--- config.mk ---
export PLATFORM = sky130hd
export DESIGN_NAME = bounded_ring_queue_with_drop_stats_flat
export DESIGN_NICKNAME = d
export VERILOG_FILES = /design/src/hw/rtl/brq_pkg.sv /design/src/hw/rtl/brq_if.sv /design/src/hw/rtl/brq_ram.sv /design/src/hw/rtl/brq_ctrl.sv /design/src/hw/rtl/brq_dpath.sv /design/src/hw/rtl/bounded_ring_queue_with_drop_stats.sv /design/src/flat_wrapper.sv
export SDC_FILE = /design/constraint.sdc
export NUM_CORES = 1
export LEC_CHECK = 0
export ABC_AREA = 0
export ABC_CLOCK_PERIOD_IN_PS = 11080
export BUFFER_PORTS_ARGS = -buffer_cell sky130_fd_sc_hd__clkbuf_2
export CAP_MARGIN = 10
export CORE_MARGIN = 2
export CORE_UTILIZATION = 45
export DETAILED_ROUTE_END_ITERATION = 16
export PLACE_DENSITY_LB_ADDON = 0.05
export SLEW_MARGIN = 20
export SYNTH_ARGS = -nofsm -noshare
export SYNTH_HDL_FRONTEND = slang
export SYNTH_SLANG_ARGS = --single-unit
--- constraint.sdc ---
create_clock -name clock -period 11.08 [get_ports clock]
set_input_delay 0.554 -clock clock [delete_from_list [all_inputs] [get_ports clock]]
set_output_delay 0.554 -clock clock [all_outputs]
set_load 0.005 [all_outputs]
--- src/hw/rtl/brq_pkg.sv ---
// Shared constants and types for the bounded ring queue with drop statistics.
package brq_pkg;

   localparam int CAPACITY_DEF  = 16;
   localparam int ELEM_BITS_DEF = 32;

   localparam int PAYLOAD_BITS = 32;
   localparam int DEPTH_BITS   = 5;
   localparam int TOTAL_BITS   = 32;
   localparam int STATUS_BITS  = 2;

   localparam logic CMD_ENQUEUE = 1'b0;
   localparam logic CMD_DEQUEUE = 1'b1;

   localparam logic [STATUS_BITS-1:0] STATUS_DONE    = 2'd0;
   localparam logic [STATUS_BITS-1:0] STATUS_DROPPED = 2'd1;
   localparam logic [STATUS_BITS-1:0] STATUS_EMPTY   = 2'd2;

   typedef struct packed {
      logic exec;
      logic capture;
   } ctl_cmd_type;

endpackage

--- src/hw/rtl/brq_if.sv ---
// Request and response channel interfaces of the ring queue.
interface brq_req_if;
   logic                             valid;
   logic                             ready;
   logic                             cmd;
   logic [brq_pkg::PAYLOAD_BITS-1:0] payload_in;

   modport source (output valid, cmd, payload_in, input ready);
   modport sink   (input valid, cmd, payload_in, output ready);
endinterface

interface brq_rsp_if;
   logic                             valid;
   logic                             ready;
   logic [brq_pkg::STATUS_BITS-1:0]  status;
   logic [brq_pkg::PAYLOAD_BITS-1:0] data_out;
   logic                             wake;
   logic [brq_pkg::DEPTH_BITS-1:0]   depth;
   logic [brq_pkg::TOTAL_BITS-1:0]   enq_count;
   logic [brq_pkg::TOTAL_BITS-1:0]   deq_count;
   logic [brq_pkg::TOTAL_BITS-1:0]   drop_count;

   modport source (output valid, status, data_out, wake, depth, enq_count,
                   deq_count, drop_count, input ready);
   modport sink   (input valid, status, data_out, wake, depth, enq_count,
                   deq_count, drop_count, output ready);
endinterface

--- src/hw/rtl/brq_ram.sv ---
// Generic single write port, single read port RAM with registered read data.
module brq_ram #(
   parameter int Width = 32,
   parameter int Depth = 16
) (
   input  logic                     clock,
   input  logic                     wr_en,
   input  logic [$clog2(Depth)-1:0] wr_addr,
   input  logic [Width-1:0]         wr_data,
   input  logic [$clog2(Depth)-1:0] rd_addr,
   output logic [Width-1:0]         rd_data_ff
);

   logic [Width-1:0] mem_ff [Depth];

   always_ff @(posedge clock) begin
      if (wr_en) begin
         mem_ff[wr_addr] <= wr_data;
      end
      rd_data_ff <= mem_ff[rd_addr];
   end

endmodule

--- src/hw/rtl/brq_ctrl.sv ---
// Controller state machine: request accept, read capture, response hold.
module brq_ctrl (
   input  logic                 clock,
   input  logic                 reset,
   input  logic                 req_valid,
   output logic                 req_ready,
   output logic                 rsp_valid,
   input  logic                 rsp_ready,
   output brq_pkg::ctl_cmd_type cmd
);

   typedef enum logic [1:0] {
      ST_IDLE,
      ST_CAPTURE,
      ST_RESP
   } state_type;

   state_type state_ff, state_in;
   logic      req_ready_ff, req_ready_in;
   logic      rsp_valid_ff, rsp_valid_in;

   assign req_ready   = req_ready_ff;
   assign rsp_valid   = rsp_valid_ff;
   assign cmd.exec    = req_valid & req_ready_ff;
   assign cmd.capture = (state_ff == ST_CAPTURE);

   always_comb begin
      state_in     = state_ff;
      req_ready_in = req_ready_ff;
      rsp_valid_in = rsp_valid_ff;
      unique case (state_ff)
         ST_IDLE: begin
            if (req_valid) begin
               state_in     = ST_CAPTURE;
               req_ready_in = 1'b0;
            end
         end
         ST_CAPTURE: begin
            state_in     = ST_RESP;
            rsp_valid_in = 1'b1;
         end
         ST_RESP: begin
            if (rsp_ready) begin
               state_in     = ST_IDLE;
               rsp_valid_in = 1'b0;
               req_ready_in = 1'b1;
            end
         end
         default: begin
            state_in     = ST_IDLE;
            req_ready_in = 1'b1;
            rsp_valid_in = 1'b0;
         end
      endcase
   end

   always_ff @(posedge clock) begin
      if (reset) begin
         state_ff     <= ST_IDLE;
         req_ready_ff <= 1'b1;
         rsp_valid_ff <= 1'b0;
      end else begin
         state_ff     <= state_in;
         req_ready_ff <= req_ready_in;
         rsp_valid_ff <= rsp_valid_in;
      end
   end

endmodule

--- src/hw/rtl/brq_dpath.sv ---
// Datapath: ring pointers, fill count, totals, entry store and result registers.
module brq_dpath #(
   parameter int CAPACITY  = brq_pkg::CAPACITY_DEF,
   parameter int ELEM_BITS = brq_pkg::ELEM_BITS_DEF
) (
   input  logic                                clock,
   input  logic                                reset,
   input  brq_pkg::ctl_cmd_type                cmd,
   input  logic                                op,
   input  logic [brq_pkg::PAYLOAD_BITS-1:0]    payload_in,
   output logic [brq_pkg::STATUS_BITS-1:0]     status,
   output logic [brq_pkg::PAYLOAD_BITS-1:0]    data_out,
   output logic                                wake,
   output logic [brq_pkg::DEPTH_BITS-1:0]      depth,
   output logic [brq_pkg::TOTAL_BITS-1:0]      enq_count,
   output logic [brq_pkg::TOTAL_BITS-1:0]      deq_count,
   output logic [brq_pkg::TOTAL_BITS-1:0]      drop_count
);

   localparam int IdxBits   = $clog2(CAPACITY);
   localparam int CntBits   = $clog2(CAPACITY + 1);
   localparam int StoreBits = (ELEM_BITS < brq_pkg::PAYLOAD_BITS) ?
                              ELEM_BITS : brq_pkg::PAYLOAD_BITS;
   localparam int TotBits   = brq_pkg::TOTAL_BITS;

   logic [IdxBits-1:0]              wr_idx_ff, wr_idx_in;
   logic [IdxBits-1:0]              rd_idx_ff, rd_idx_in;
   logic [CntBits-1:0]              fill_ff, fill_in;
   logic [TotBits-1:0]              enq_ff, enq_in;
   logic [TotBits-1:0]              drain_ff, drain_in;
   logic [TotBits-1:0]              drop_ff, drop_in;
   logic [brq_pkg::STATUS_BITS-1:0] status_ff, status_in;
   logic                            wake_ff, wake_in;
   logic                            deq_ok_ff, deq_ok_in;
   logic [brq_pkg::PAYLOAD_BITS-1:0] data_ff, data_in;
   logic                            full, empty, ram_we;
   logic [StoreBits-1:0]            rd_data;

   assign full  = (fill_ff == CntBits'(CAPACITY));
   assign empty = (fill_ff == '0);

   always_comb begin
      wr_idx_in = wr_idx_ff;
      rd_idx_in = rd_idx_ff;
      fill_in   = fill_ff;
      enq_in    = enq_ff;
      drain_in  = drain_ff;
      drop_in   = drop_ff;
      status_in = status_ff;
      wake_in   = wake_ff;
      deq_ok_in = deq_ok_ff;
      ram_we    = 1'b0;
      if (cmd.exec) begin
         status_in = brq_pkg::STATUS_DONE;
         wake_in   = 1'b0;
         deq_ok_in = 1'b0;
         if (op == brq_pkg::CMD_ENQUEUE) begin
            if (full) begin
               drop_in   = drop_ff + 1'b1;
               status_in = brq_pkg::STATUS_DROPPED;
            end else begin
               ram_we    = 1'b1;
               wake_in   = empty;
               wr_idx_in = wr_idx_ff + 1'b1;
               fill_in   = fill_ff + 1'b1;
               enq_in    = enq_ff + 1'b1;
            end
         end else begin
            if (empty) begin
               status_in = brq_pkg::STATUS_EMPTY;
            end else begin
               deq_ok_in = 1'b1;
               rd_idx_in = rd_idx_ff + 1'b1;
               fill_in   = fill_ff - 1'b1;
               drain_in  = drain_ff + 1'b1;
            end
         end
      end
   end

   always_comb begin
      data_in = data_ff;
      if (cmd.capture) begin
         data_in = deq_ok_ff ? brq_pkg::PAYLOAD_BITS'(rd_data) : '0;
      end
   end

   brq_ram #(
      .Width (StoreBits),
      .Depth (CAPACITY)
   ) u_store (
      .clock      (clock),
      .wr_en      (ram_we),
      .wr_addr    (wr_idx_ff),
      .wr_data    (payload_in[StoreBits-1:0]),
      .rd_addr    (rd_idx_ff),
      .rd_data_ff (rd_data)
   );

   always_ff @(posedge clock) begin
      if (reset) begin
         wr_idx_ff <= '0;
         rd_idx_ff <= '0;
         fill_ff   <= '0;
         enq_ff    <= '0;
         drain_ff  <= '0;
         drop_ff   <= '0;
      end else begin
         wr_idx_ff <= wr_idx_in;
         rd_idx_ff <= rd_idx_in;
         fill_ff   <= fill_in;
         enq_ff    <= enq_in;
         drain_ff  <= drain_in;
         drop_ff   <= drop_in;
      end
      status_ff <= status_in;
      wake_ff   <= wake_in;
      deq_ok_ff <= deq_ok_in;
      data_ff   <= data_in;
   end

   assign status     = status_ff;
   assign data_out   = data_ff;
   assign wake       = wake_ff;
   assign depth      = brq_pkg::DEPTH_BITS'(fill_ff);
   assign enq_count  = enq_ff;
   assign deq_count  = drain_ff;
   assign drop_count = drop_ff;

endmodule

--- src/hw/rtl/bounded_ring_queue_with_drop_stats.sv ---
// Top level of the bounded ring queue with drop-on-full and running totals.
//
//   channel   dir   handshake     payload
//   req_chan  in    valid/ready   cmd, payload_in
//   rsp_chan  out   valid/ready   status, data_out, wake, depth, three totals
//
// One request at a time: accept, capture the registered store read, then hold
// the response until taken. Synchronous active-high reset clears pointers,
// fill count and totals; the entry store is not cleared. A stalled response
// blocks the next request.
module bounded_ring_queue_with_drop_stats #(
   parameter int CAPACITY  = brq_pkg::CAPACITY_DEF,
   parameter int ELEM_BITS = brq_pkg::ELEM_BITS_DEF
) (
   input logic      clock,
   input logic      reset,
   brq_req_if.sink  req_chan,
   brq_rsp_if.source rsp_chan
);

   brq_pkg::ctl_cmd_type cmd;

   brq_ctrl u_ctrl (
      .clock     (clock),
      .reset     (reset),
      .req_valid (req_chan.valid),
      .req_ready (req_chan.ready),
      .rsp_valid (rsp_chan.valid),
      .rsp_ready (rsp_chan.ready),
      .cmd       (cmd)
   );

   brq_dpath #(
      .CAPACITY  (CAPACITY),
      .ELEM_BITS (ELEM_BITS)
   ) u_dpath (
      .clock      (clock),
      .reset      (reset),
      .cmd        (cmd),
      .op         (req_chan.cmd),
      .payload_in (req_chan.payload_in),
      .status     (rsp_chan.status),
      .data_out   (rsp_chan.data_out),
      .wake       (rsp_chan.wake),
      .depth      (rsp_chan.depth),
      .enq_count  (rsp_chan.enq_count),
      .deq_count  (rsp_chan.deq_count),
      .drop_count (rsp_chan.drop_count)
   );

endmodule

--- src/flat_wrapper.sv ---
// flat-port wrapper written by rule: the top's interface ports become plain ports
module bounded_ring_queue_with_drop_stats_flat 
#(
   parameter int CAPACITY  = brq_pkg::CAPACITY_DEF,
   parameter int ELEM_BITS = brq_pkg::ELEM_BITS_DEF
)
  (clock, reset, req_chan_valid, req_chan_cmd, req_chan_payload_in, req_chan_ready, rsp_chan_valid, rsp_chan_status, rsp_chan_data_out, rsp_chan_wake, rsp_chan_depth, rsp_chan_enq_count, rsp_chan_deq_count, rsp_chan_drop_count, rsp_chan_ready);
  brq_req_if req_chan_i ();
  brq_rsp_if rsp_chan_i ();
  input logic clock;
  input logic reset;
  input wire logic [$bits(req_chan_i.valid)-1:0] req_chan_valid;
  input wire logic [$bits(req_chan_i.cmd)-1:0] req_chan_cmd;
  input wire logic [$bits(req_chan_i.payload_in)-1:0] req_chan_payload_in;
  output wire logic [$bits(req_chan_i.ready)-1:0] req_chan_ready;
  output wire logic [$bits(rsp_chan_i.valid)-1:0] rsp_chan_valid;
  output wire logic [$bits(rsp_chan_i.status)-1:0] rsp_chan_status;
  output wire logic [$bits(rsp_chan_i.data_out)-1:0] rsp_chan_data_out;
  output wire logic [$bits(rsp_chan_i.wake)-1:0] rsp_chan_wake;
  output wire logic [$bits(rsp_chan_i.depth)-1:0] rsp_chan_depth;
  output wire logic [$bits(rsp_chan_i.enq_count)-1:0] rsp_chan_enq_count;
  output wire logic [$bits(rsp_chan_i.deq_count)-1:0] rsp_chan_deq_count;
  output wire logic [$bits(rsp_chan_i.drop_count)-1:0] rsp_chan_drop_count;
  input wire logic [$bits(rsp_chan_i.ready)-1:0] rsp_chan_ready;
  assign req_chan_i.valid = req_chan_valid;
  assign req_chan_i.cmd = req_chan_cmd;
  assign req_chan_i.payload_in = req_chan_payload_in;
  assign req_chan_ready = req_chan_i.ready;
  assign rsp_chan_valid = rsp_chan_i.valid;
  assign rsp_chan_status = rsp_chan_i.status;
  assign rsp_chan_data_out = rsp_chan_i.data_out;
  assign rsp_chan_wake = rsp_chan_i.wake;
  assign rsp_chan_depth = rsp_chan_i.depth;
  assign rsp_chan_enq_count = rsp_chan_i.enq_count;
  assign rsp_chan_deq_count = rsp_chan_i.deq_count;
  assign rsp_chan_drop_count = rsp_chan_i.drop_count;
  assign rsp_chan_i.ready = rsp_chan_ready;
  bounded_ring_queue_with_drop_stats #(.CAPACITY(CAPACITY), .ELEM_BITS(ELEM_BITS)) u_core (.clock(clock), .reset(reset), .req_chan(req_chan_i), .rsp_chan(rsp_chan_i));
endmodule
==> reports/metrics.csv <==
stage,metric,value,unit
run_status,outcome,completed,
clock_network,Clock Sinks,693,
power_and_ir_drop,Max IR drop VDD,0.1449,mV
routing,Antenna Nets Post-Route,0,
synthesis,"Async S/R FF share, synth",0,%
critical_path,CP Launch Type,register,
power_and_ir_drop,Clk network pwr share,43.4,%
critical_path,CP Cell Sequence,"buf_4, buf_4, mux4_2, a22oi_1, nand2_1",
cells_and_area,nets@finish,1938,
clock_network,hold_buf cts,0,
timing,final setup vio count,0,
critical_path,"slowest stage delay, CP",1.00,ns
power_and_ir_drop,part of the power in registers,51.5,%
flow_run,Max-Cap Viols,0,
worst_hold_path,Worst Hold Class,input pin to register,
synthesis,Synth Cell Area,0.02675,mm^2
grt,Total GRT Usage,19.68,%
grt,antenna violations before repair,3,
routing,WL/cell,22.06,um
clock_network,root buffer cell,clkbuf_16,
synthesis,yosys warns,0,
timing,Final Max Tran Viols,0,
clock_network,cts repair resizes,0,
power_and_ir_drop,sw frac,21.34,%
floorplan,die area,0.06141,mm^2
critical_path,"Top cell by count, worst path",buf_4,
synthesis,sequential area share after synthesis,72.36,%
floorplan,initial core utilization,45.41,%
synthesis,Mean Syn Cell Area,15.85,um^2
floorplan,cell row count,89,
power_and_ir_drop,Comb pwr share,5.1,%
cells_and_area,Final Util,52.74,%
placed_design,port bufs,174,
cells_and_area,ratio of cells with drive above 1 in the final layout,21.17,%
clock_network,H-Tree Depth,3,
placed_design,dpl hpwl,33880,um
synthesis,post-synthesis cell type count,48,
clock_network,Post-CTS Setup Inserts,0,
placed_design,RePlAce Congestion,0.7811,
timing,final hold viol count,0,
critical_path,Worst Path Arrival,4.20,ns
clock_network,clk buf depth,3,
synthesis,top post-synthesis cells by area,"edfxtp_1, dfxtp_1, mux4_2",
power_and_ir_drop,Psw,1195,uW
power_and_ir_drop,Leak,0.01011,uW
grt,number of global-route vias before repair,15072,
grt,first-pass GRT wire length,91330,um
critical_path,Critical Path RT,11.57,ns
critical_path,Critical Path Sink Type,register,
critical_path,CP Class,register to register,
worst_hold_path,worst hold start,req_chan_valid,
floorplan,Die Wd,247.8,um
timing,Fmax,269.7,MHz
synthesis,post-synthesis register bit count,693,
routing,vias per inst,5.524,
timing,post-layout min period,3.707,ns
clock_network,CTS tree,done,
power_and_ir_drop,Internal Pwr Total,4405,uW
timing,worst slew pin tran,1.006,ns
clock_network,"Reg clk slew, reported paths",0.06,ns
routing,initial drt markers,1013,
synthesis,"area leader, netlist",edfxtp_1,
critical_path,Setup crit start,u_core.u_dpath.rd_idx_ff[0],
synthesis,syn_nets,1737,
timing,RSZ-0062 raised after global routing,false,
power_and_ir_drop,P per Cell Area,180.3,mW/mm^2
critical_path,Crit-path slowest cell,dfxtp_4,
synthesis,Cells after Synth,1688,
routing,routed wire length,60010,um
grt,largest net degree at the start of global routing,79,
timing,slew margin rel.,32.93,%
cells_and_area,Area Growth Syn to Fin,16.13,%
timing,final period utilization,33.46,%
clock_network,Inserted Clock Buffers,74,
clock_network,worst skew pair latency,0.61,ns
synthesis,Yosys top cell area share,61.51,%
synthesis,number of synthesized flops with an enable pin,548,
routing,DR pass1 iterations,5,
floorplan,Boundary Pins,175,
timing,setup TNS,0,ns
floorplan,DIE HEIGHT,247.8,um
floorplan,Core Area,0.05891,mm^2
routing,Vias,15026,
grt,total grt overflow,0,
routing,drt drc,0,
synthesis,Post-synth top flop,edfxtp_1,
critical_path,Worst R2R Start,u_core.u_dpath.rd_idx_ff[0],
timing,clk_skew,0.01707,ns
critical_path,CP max FO,54,
==> critical path: cells and delay by family, from the launching register on <==
family	cells	cell delay (ns)
buffers and inverters	2	1.63
flip-flops	1	1.00
multiplexers	1	0.60
AO/OA/AOI/OAI	1	0.20
AND/OR/NAND/NOR	1	0.06
==> Yosys cell counts, drive strengths merged (12+ instances only) <==
cell	number
or3	13
a21oi	27
xor2	28
nor4	29
dfxtp	145
edfxtp	548
nand4	25
nand3	42
nand2	88
a22oi	32
mux2i	128
mux4	64
nor3	28
inv	23
a221oi	64
xnor2	58
clkbuf	74
o21ai	45
and2	37
buf	12
nor2	110
==> cell families (layout without fill, tap and decap cells) <==
kind of cell	Yosys count	count (layout)	synth area share (%)
mux	194	194	10.26
other cells	0	1	0
xor+xnor	86	86	2.816
flops	693	693	72.36
simple gates	413	413	7.684
fa+ha+maj	12	12	0.5893
buf+inv	109	367	1.567
compound gates	181	181	4.719
==> power by group through the flow <==
stage,Sequential [uW],Combinational (uW),Clock (uW)
2_1_floorplan,2920,210,0
3_3_place_gp,2940,288,0
3_5_place_dp,2940,293,0
4_1_cts,2890,294,2490
5_1_grt,2890,319,2590
6_report,2880,287,2430
==> state kept, by name, indices dropped and copies added (netlist names) <==
name                               count
u_core.u_ctrl.req_ready                1
u_core.u_dpath.drop_count             32
u_core.u_dpath.depth                   5
u_core.u_ctrl.rsp_valid                1
u_core.u_dpath.rd_idx_ff               4
u_core.u_dpath.wake                    1
u_core.u_dpath.status                  2
u_core.u_dpath.wr_idx_ff               4
u_core.u_dpath.deq_ok_ff               1
u_core.u_dpath.u_store.mem_ff        512
u_core.u_dpath.deq_count              32
u_core.u_ctrl.state_ff                 2
u_core.u_dpath.enq_count              32
u_core.u_dpath.data_out               32
u_core.u_dpath.u_store.rd_data_ff     32
==> cells in the final DEF (no fill, tap or decap), drive strengths merged, types with 3 or more instances in the layout <==
cell	instances
and2	37
nor2	110
nor2b	7
dfxtp	145
a221oi	64
xnor2	58
a22oi	32
mux4	64
edfxtp	548
nand2	88
xor2	28
or3	13
o21a	3
o21ai	45
clkinv	24
nand2b	3
inv	27
and3	7
or4	9
a21oi	27
nand3	42
ha	11
bufinv	5
nor3	28
clkbuf	272
nand4	25
mux2i	128
nor4	29
o31ai	4
buf	38
and4	8
==> path summary, 6_finish.rpt <==
kind                                                             end  slack (ns)  cells after the start
worst max-delay path            u_core.u_dpath.u_store.rd_data_ff[1]        7.37                      5
worst min-delay path                       u_core.u_ctrl.state_ff[0]        0.24                      3
worst max register to register  u_core.u_dpath.u_store.rd_data_ff[1]        7.37                      5
worst min register to register          u_core.u_dpath.drop_count[1]        0.49                      2
==> layer usage <==
layer / up-vias / part of all wire [%] / track usage [%]
li1: 6943 / - / -
met1: 7675 / 46 / 27.09
met2: 312 / 48 / 32.34
met3: 94 / 4.1 / 3.503
met4: 2 / 2.0 / 5.284
met5: - / 0.022 / 0
==> layout make-up <==
type / instances / area (um^2)
well taps: 773 / 967.2
repair buffers: 211 / 1151
fillers: 4866 / 27840
multi-input cells: 886 / 7109
diodes: 1 / 2.502
clock inverters: 34 / 322.8
flip-flops and latches: 693 / 19370
inverters: 23 / 86.33
clock buffers: 99 / 2059
==> through the flow <==
stage | worst slack, ns | area (um^2) | power, uW | std cells | hold WS [ns]
finish | 7.373 | 31070 | 5600 | 2720 | 0.2398
global route | 7.096 | 31060 | 5794 | 2719 | 0.2092
CTS | 7.317 | 31060 | 5666 | 2719 | 0.1989
detailed placement | 7.313 | 28680 | 3234 | 2586 | 0.4924
global placement | 7.354 | 28680 | 3229 | 2586 | 0.4770
floorplan | 6.613 | 26750 | 3129 | 1688 | 0.4736
No activity file was read; power rests on OpenSTA's default activity.
